==> src/hdl/spq_pkg.sv <==
// Shared types and constants for the stable max-priority queue.
package spq_pkg;

   localparam int CAPACITY    = 1024;
   localparam int MAX_RELEASE = 64;
   localparam int COUNT_W     = $clog2(CAPACITY + 1);
   localparam int REMAIN_W    = $clog2(MAX_RELEASE + 1);

   localparam logic [23:0] NUM_MAX = 24'hFFFFFF;

   typedef logic [COUNT_W-1:0]  count_type;
   typedef logic [REMAIN_W-1:0] remain_type;

   typedef enum logic [1:0] {
      OP_INSERT  = 2'd0,
      OP_RELEASE = 2'd1,
      OP_CLEAR   = 2'd2
   } op_type;

   typedef enum logic {
      ST_IDLE,
      ST_RELEASE
   } state_type;

   typedef struct packed {
      logic [1:0]  opcode;
      logic [31:0] gift_value;
      logic [6:0]  release_count;
   } req_type;

   typedef struct packed {
      logic [23:0] arrival_number;
      logic [31:0] entry_value;
      logic [23:0] release_rank;
      logic        last_of_run;
      logic        overflow_seen;
   } rsp_type;

   typedef struct packed {
      logic [31:0] value;
      logic [23:0] arrival;
   } entry_type;

   typedef struct packed {
      logic insert;
      logic pop;
   } cell_ctrl_type;

endpackage

==> src/hdl/spq_cell.sv <==
// One cell of the sorted entry chain: holds one entry, shifts on insert and pop.
module spq_cell (
   input  logic                   clock,
   input  spq_pkg::cell_ctrl_type ctrl,
   input  logic                   occupied,
   input  spq_pkg::entry_type     new_entry,
   input  spq_pkg::entry_type     prev_entry,
   input  logic                   prev_beats,
   input  spq_pkg::entry_type     next_entry,
   output spq_pkg::entry_type     entry,
   output logic                   beats
);

   spq_pkg::entry_type entry_ff;
   spq_pkg::entry_type entry_in;

   // ties go behind the stored entry, which arrived earlier
   assign beats = !occupied || (new_entry.value > entry_ff.value);

   always_comb begin
      entry_in = entry_ff;
      if (ctrl.pop) begin
         entry_in = next_entry;
      end else if (ctrl.insert && beats) begin
         entry_in = prev_beats ? prev_entry : new_entry;
      end
   end

   always_ff @(posedge clock) begin
      entry_ff <= entry_in;
   end

   assign entry = entry_ff;

endmodule

==> config.mk <==
export PLATFORM = sky130hd
export DESIGN_NAME = spq_cell
export DESIGN_NICKNAME = d
export VERILOG_FILES = /design/src/hdl/spq_pkg.sv /design/src/hdl/spq_cell.sv
export SDC_FILE = /design/constraint.sdc
export NUM_CORES = 1
export LEC_CHECK = 0
export BUFFER_PORTS_ARGS = -buffer_cell sky130_fd_sc_hd__buf_2
export CORE_MARGIN = 2
export CORE_UTILIZATION = 38
export DETAILED_ROUTE_END_ITERATION = 7
export MAX_ROUTING_LAYER = met4
export PLACE_DENSITY = 0.69
export SYNTH_ARGS = -nofsm -noshare
export SYNTH_HDL_FRONTEND = slang
export SYNTH_SLANG_ARGS = --single-unit
export TNS_END_PERCENT = 1
==> constraint.sdc <==
create_clock -name clock -period 4.5 [get_ports clock]
set_input_delay 0.225 -clock clock [delete_from_list [all_inputs] [get_ports clock]]
set_output_delay 0.225 -clock clock [all_outputs]
set_load 0.01 [all_outputs]
# Word-level counts from Yosys, hierarchy flattened
# Index checks and enable logic that the tools add are counted.
# word_totals
output_inout_bits,57
word_cells,10
regBits,56
inputBits,173
# classes
mux,3
n_reduce_logical,4
n_lt_le_gt_ge,1
# ops
op,n
$mux 56,3
$gt 32x32->1,1
$reduce_bool 2->1,1
$logic_and 1x1->1,1
$logic_not 1->1,1
$logic_or 1x1->1,1

# Longest topological paths before layout
# logic_depth
ltp_word,5
mapped_depth,7
ltp_nobuf,7

# Worst setup path before layout
# No wires, ideal clock.
# synth_timing
path_type,reg2reg
startpoint,register entry_ff (netlist bit entry[25])
endpoint,"register entry_ff (netlist bit entry[0]), enable pin"
stages_incl_launch_ff,8
period_less_slack_ns,3.504
setup_slack_ns,0.996
required_time_ns,4.065
setup_ns,0.435
n_path_buf,0
t_arrival_ns,3.069
cell_sequence,edfxtp_1 -> inv_1 -> ha_1 -> nor2b_4 -> o211ai_2 -> a2111oi_2 -> o31ai_1 -> a41oi_2
# synth_via
elab_chain_cells,4
# synth_rtl
element,line,source
from (decl),spq_cell.sv:14,spq_pkg::entry_type entry_ff;
from (signal assigned),spq_cell.sv:30,entry_ff <= entry_in;
$gt 32x32->1,spq_cell.sv:18,assign beats = !occupied || (new_entry.value > entry_ff.value);
$logic_or 1x1->1,spq_cell.sv:18,
$logic_and 1x1->1,spq_cell.sv:24,end else if (ctrl.insert && beats) begin
$reduce_bool 2->1 (no source line),n/a,
# Every way passes these cells.
# A chain may end at the register's enable or synchronous reset.

# Worst setup path after layout
# layout_timing
startpoint,register entry_ff (netlist bit entry[47])
endpoint,"register entry_ff (netlist bit entry[31]), enable pin"
# The elaborated chain is that of the path after synthesis.

==> results.txt <==
----------------------------------------------------
[Clock tree]
  Number of buffers on the longest clock path ... 2
  Insertion delay of the later-clocked pin in the worst-skew pair ... 0.31 ns
  Cell at the root of the clock tree ... sky130_fd_sc_hd__clkbuf_8
  Number of gates given a new drive strength after cts ... 0
  Hold buffers post-CTS ... 0
  Num Clock Sinks ... 56
  CTS tree ... yes
  Clock-pin slew of the registers on the worst-case setup and hold paths ... 0.10 ns
  Maximum level of the CTS H-tree ... 2
  # Post-CTS Setup Buffers ... 0
  Number of clock buffers inserted by TritonCTS ... 5

[Placement]
  Final HPWL DP ... 7940 µm
  Placement-stage cell area ... 4950 µm²
  Count of buffers inserted at the top-level ports ... 229
  Final RePlAce weighted congestion ... 0.881

[GRT]
  Number of global-route vias before repair ... 3271
  Maximum number of pins on one net before global-route repair ... 65
  Remaining Overflow, GRT ... 0
  Number of antenna violations at the first check in global routing ... 0
  GRT Util Overall ... 0.185
  Wire length of the first global-routing pass ... 14900 µm

[Final layout]
  Layout Nets ... 784
  Layout overhead on the synthesized area ... 37.1%
  Layout Cell Area excl Fill ... 5060 µm²
  Antenna Cells ... 0
  Filler cell count in the final layout ... 884
  Fin util ... 0.543
  Number of flip-flops under the largest register name ... 56
  Share of final-layout standard cells stronger than drive strength 1 ... 0.426

[Logic synthesis]
  Post-Syn Area per Cell ... 10.3 µm²
  Flop and latch count out of synthesis ... 56
  Cell type contributing the most total cell area after synthesis ... sky130_fd_sc_hd__edfxtp_1
  Cell types occupying the most area after synthesis ... sky130_fd_sc_hd__edfxtp_1 46%, sky130_fd_sc_hd__mux2i_1 15%, sky130_fd_sc_hd__ha_1 11%, sky130_fd_sc_hd__o21ai_1 6.2%, sky130_fd_sc_hd__nand2_1 6.1%
  Distinct cell type count after synthesis ... 33
  Portion of synthesized cell area occupied by the leading cell type ... 0.455
  Synthesized netlist net count ... 563
  Yosys warnings ... 0
  Sequential share of the synthesized area ... 0.455
  Synthesized cell area ... 3690 µm²
  Cells after synthesis ... 358

[Critical path]
  Startpoint types ... register
  Sum of buffers and inverters on the critical path ... 2
  Largest stage delay, worst path ... 0.40 ns
  Critical Path AT ... 2.44 ns
  Origin of the worst setup path ... entry[47]
  Critical path cell sequence ... inv_1 > ha_1 > nand4_1 > nor4_2 > o31ai_1 > a41oi_4 > buf_4
  Startpoint of the most critical register-to-register path ... entry[47]
  Number of logic stages on the critical path including buffering ... 7
  Crit Reg-Reg Endpoint ... entry[31]
  Capturing element of the worst setup path ... entry[31]
  Worst Reg-to-Reg Cells ... 7
  Path type of the worst setup path ... register to register
  Type of destination of the critical path ... register
  Worst-case register-to-register setup slack ... 2.02 ns
  Largest driver fanout on the critical path ... 30
  Worst EP required ... 4.47 ns
  Cell type of the slowest stage on the worst timing path ... sky130_fd_sc_hd__nor4_2
  Cell type group with the largest total delay on the critical path ... simple AND/OR/NAND/NOR gates

[Timing]
  Fin crit period ... 2.48 ns
  Setup TNS ... 0 ns
  Number of slew-limit violations in the final report ... 0
  Relative slew slack ... 0.380
  RSZ-0062 raised after global routing ... no
  Final Setup Violations ... 0
  Worst Max-Slew Pin Slew ... 0.930 ns
  Smallest hold slack ... 0.196 ns
  Number of failing hold endpoints at the final stage ... 0
  Maximum achievable frequency ... 0.404 GHz
  Period Utilization, post-route ... 0.551
  Setup clock skew after layout ... 0.0126 ns

[Outcome]
  Status ... completed

[Floorplanning]
  Starting Density ... 0.396
  Count of standard-cell rows ... 35
  Die Y-Extent ... 103 µm
  Overall die width ... 103 µm
  Area of the placeable core ... 9330 µm²
  IO Pins ... 230
  Full die area ... 10500 µm²

[Detailed routing]
  Detailed-router iteration count before antenna repair ... 4
  Number of DRC markers after the initial detailed-route iteration ... 73
  Number of design rule violations left after detail routing ... 0
  Final WL ... 9770 µm
  Vias ... 3397
  Per-cell via count in the routed design ... 4.79
  Post-DR wirelength/cell ... 13.8 µm
  Final antenna-violating net count ... 0

[Pwr]
  Areal power density over the cells ... 278 nW/µm²
  Final Total Pwr ... 1.41 mW
  P_leak ... 2.60 nW
  Worst vdd rail ir drop ... 0.149 mV

[Run]
  Maximum capacitance violations ... 0

[Min path]
  Hold crit path type ... primary input to register

----------------------------------------------------
[cells in the mapped netlist]
cell type and number:
sky130_fd_sc_hd__ha_1 32, sky130_fd_sc_hd__a211oi_2 1, sky130_fd_sc_hd__nand4_2 1, sky130_fd_sc_hd__a41oi_2 1
sky130_fd_sc_hd__buf_4 4, sky130_fd_sc_hd__a31oi_1 1, sky130_fd_sc_hd__a21o_1 3, sky130_fd_sc_hd__nand4_1 7
sky130_fd_sc_hd__nor4_2 1, sky130_fd_sc_hd__buf_1 2, sky130_fd_sc_hd__and3_1 1, sky130_fd_sc_hd__nor4_1 1
sky130_fd_sc_hd__o31ai_1 1, sky130_fd_sc_hd__mux2i_1 56, sky130_fd_sc_hd__clkbuf_1 9, sky130_fd_sc_hd__a211oi_1 1
sky130_fd_sc_hd__a2111oi_2 1, sky130_fd_sc_hd__o21ai_0 12, sky130_fd_sc_hd__a41o_2 1, sky130_fd_sc_hd__nand3_1 4
sky130_fd_sc_hd__nand2_1 60, sky130_fd_sc_hd__edfxtp_1 56, sky130_fd_sc_hd__o21a_1 1, sky130_fd_sc_hd__nor2b_4 1
sky130_fd_sc_hd__inv_1 33, sky130_fd_sc_hd__buf_2 3, sky130_fd_sc_hd__o211ai_1 1, sky130_fd_sc_hd__o211ai_2 1
sky130_fd_sc_hd__a21oi_1 12, sky130_fd_sc_hd__a221o_1 1, sky130_fd_sc_hd__o21ai_1 46, sky130_fd_sc_hd__nor3_1 1
sky130_fd_sc_hd__nor2_1 2
[power by group]
part           switching (mW)  internal, mW
clock network           0.162         0.165
logic                   0.221         0.186
registers              0.0217         0.650
total                   0.405          1.00
[cell families after synthesis]
group	Yosys count	synth area share
muxes	56	0.152
adders and majority gates	32	0.108
AOI/OAI and AO/OA	84	0.132
and+or+nand+nor	79	0.0956
buffers and inverters	51	0.0569
DFF	56	0.455
[layout by cell type (no fill, tap or decap)]
cell type and n:
sky130_fd_sc_hd__buf_2 227, sky130_fd_sc_hd__nor4_1 1, sky130_fd_sc_hd__mux2i_1 56, sky130_fd_sc_hd__nor4_2 1, sky130_fd_sc_hd__clkinv_4 1, sky130_fd_sc_hd__nor2b_4 1
sky130_fd_sc_hd__a41o_2 1, sky130_fd_sc_hd__a2111oi_2 1, sky130_fd_sc_hd__nand4_1 7, sky130_fd_sc_hd__edfxtp_1 56, sky130_fd_sc_hd__o21ai_0 12, sky130_fd_sc_hd__inv_1 33
sky130_fd_sc_hd__nor2_1 2, sky130_fd_sc_hd__nand4_2 1, sky130_fd_sc_hd__clkbuf_8 5, sky130_fd_sc_hd__o21ai_1 46, sky130_fd_sc_hd__o21a_1 1, sky130_fd_sc_hd__and3_1 1
sky130_fd_sc_hd__a21o_1 3, sky130_fd_sc_hd__a221o_1 1, sky130_fd_sc_hd__a211oi_2 1, sky130_fd_sc_hd__a31oi_1 1, sky130_fd_sc_hd__a41oi_4 1, sky130_fd_sc_hd__o211ai_1 1
sky130_fd_sc_hd__ha_1 32, sky130_fd_sc_hd__clkinv_1 1, sky130_fd_sc_hd__buf_4 5, sky130_fd_sc_hd__o211ai_2 1, sky130_fd_sc_hd__nand2_1 60, sky130_fd_sc_hd__bufinv_16 1
sky130_fd_sc_hd__nor3_1 1, sky130_fd_sc_hd__a211oi_1 1, sky130_fd_sc_hd__nand3_1 4, sky130_fd_sc_hd__o31ai_1 1, sky130_fd_sc_hd__a21oi_1 12
[through the flow]
step / worst slack, ns / cells
final: 2.02 / 709
after global routing: 1.78 / 709
after CTS: 1.95 / 709
after detailed placement: 1.98 / 701
after global placement: 2.00 / 701
after floorplan: 0.996 / 358
[layout make-up]
cell class                 instances  area [µm²]  area share
tap                              129         161      0.0319
clock buffer                       5        68.8      0.0136
multi-input combinational        251        1810       0.358
timing repair buffer             232        1170       0.232
sequential                        56        1680       0.332
inverter                          33         124      0.0245
clock inverter                     3        42.5     0.00840
[per-layer routing]
metal	track usage	share of wire
met1	0.219	0.42
met5	-	0
met4	0.0369	0.0093
met2	0.326	0.49
met3	0.0407	0.074
[tightest hold or removal path: cells and delay by family]
kind            cells  cell delay (ns)
buf+inv             1             0.07
compound gates      1             0.06
simple gates        1             0.04
[worst min-delay path by stage]
stage | from | to | slack (ns) | cells past startpoint
final | next_entry[6] | entry[6] | 0.20 | 3
after global routing | next_entry[6] | entry[6] | 0.19 | 3
after CTS | next_entry[6] | entry[6] | 0.18 | 3
after detailed placement | next_entry[6] | entry[6] | 0.51 | 3
after global placement | next_entry[12] | entry[12] | 0.51 | 3
after floorplan | next_entry[10] | entry[10] | 0.42 | 2
(Power assumes the default switching activity.)
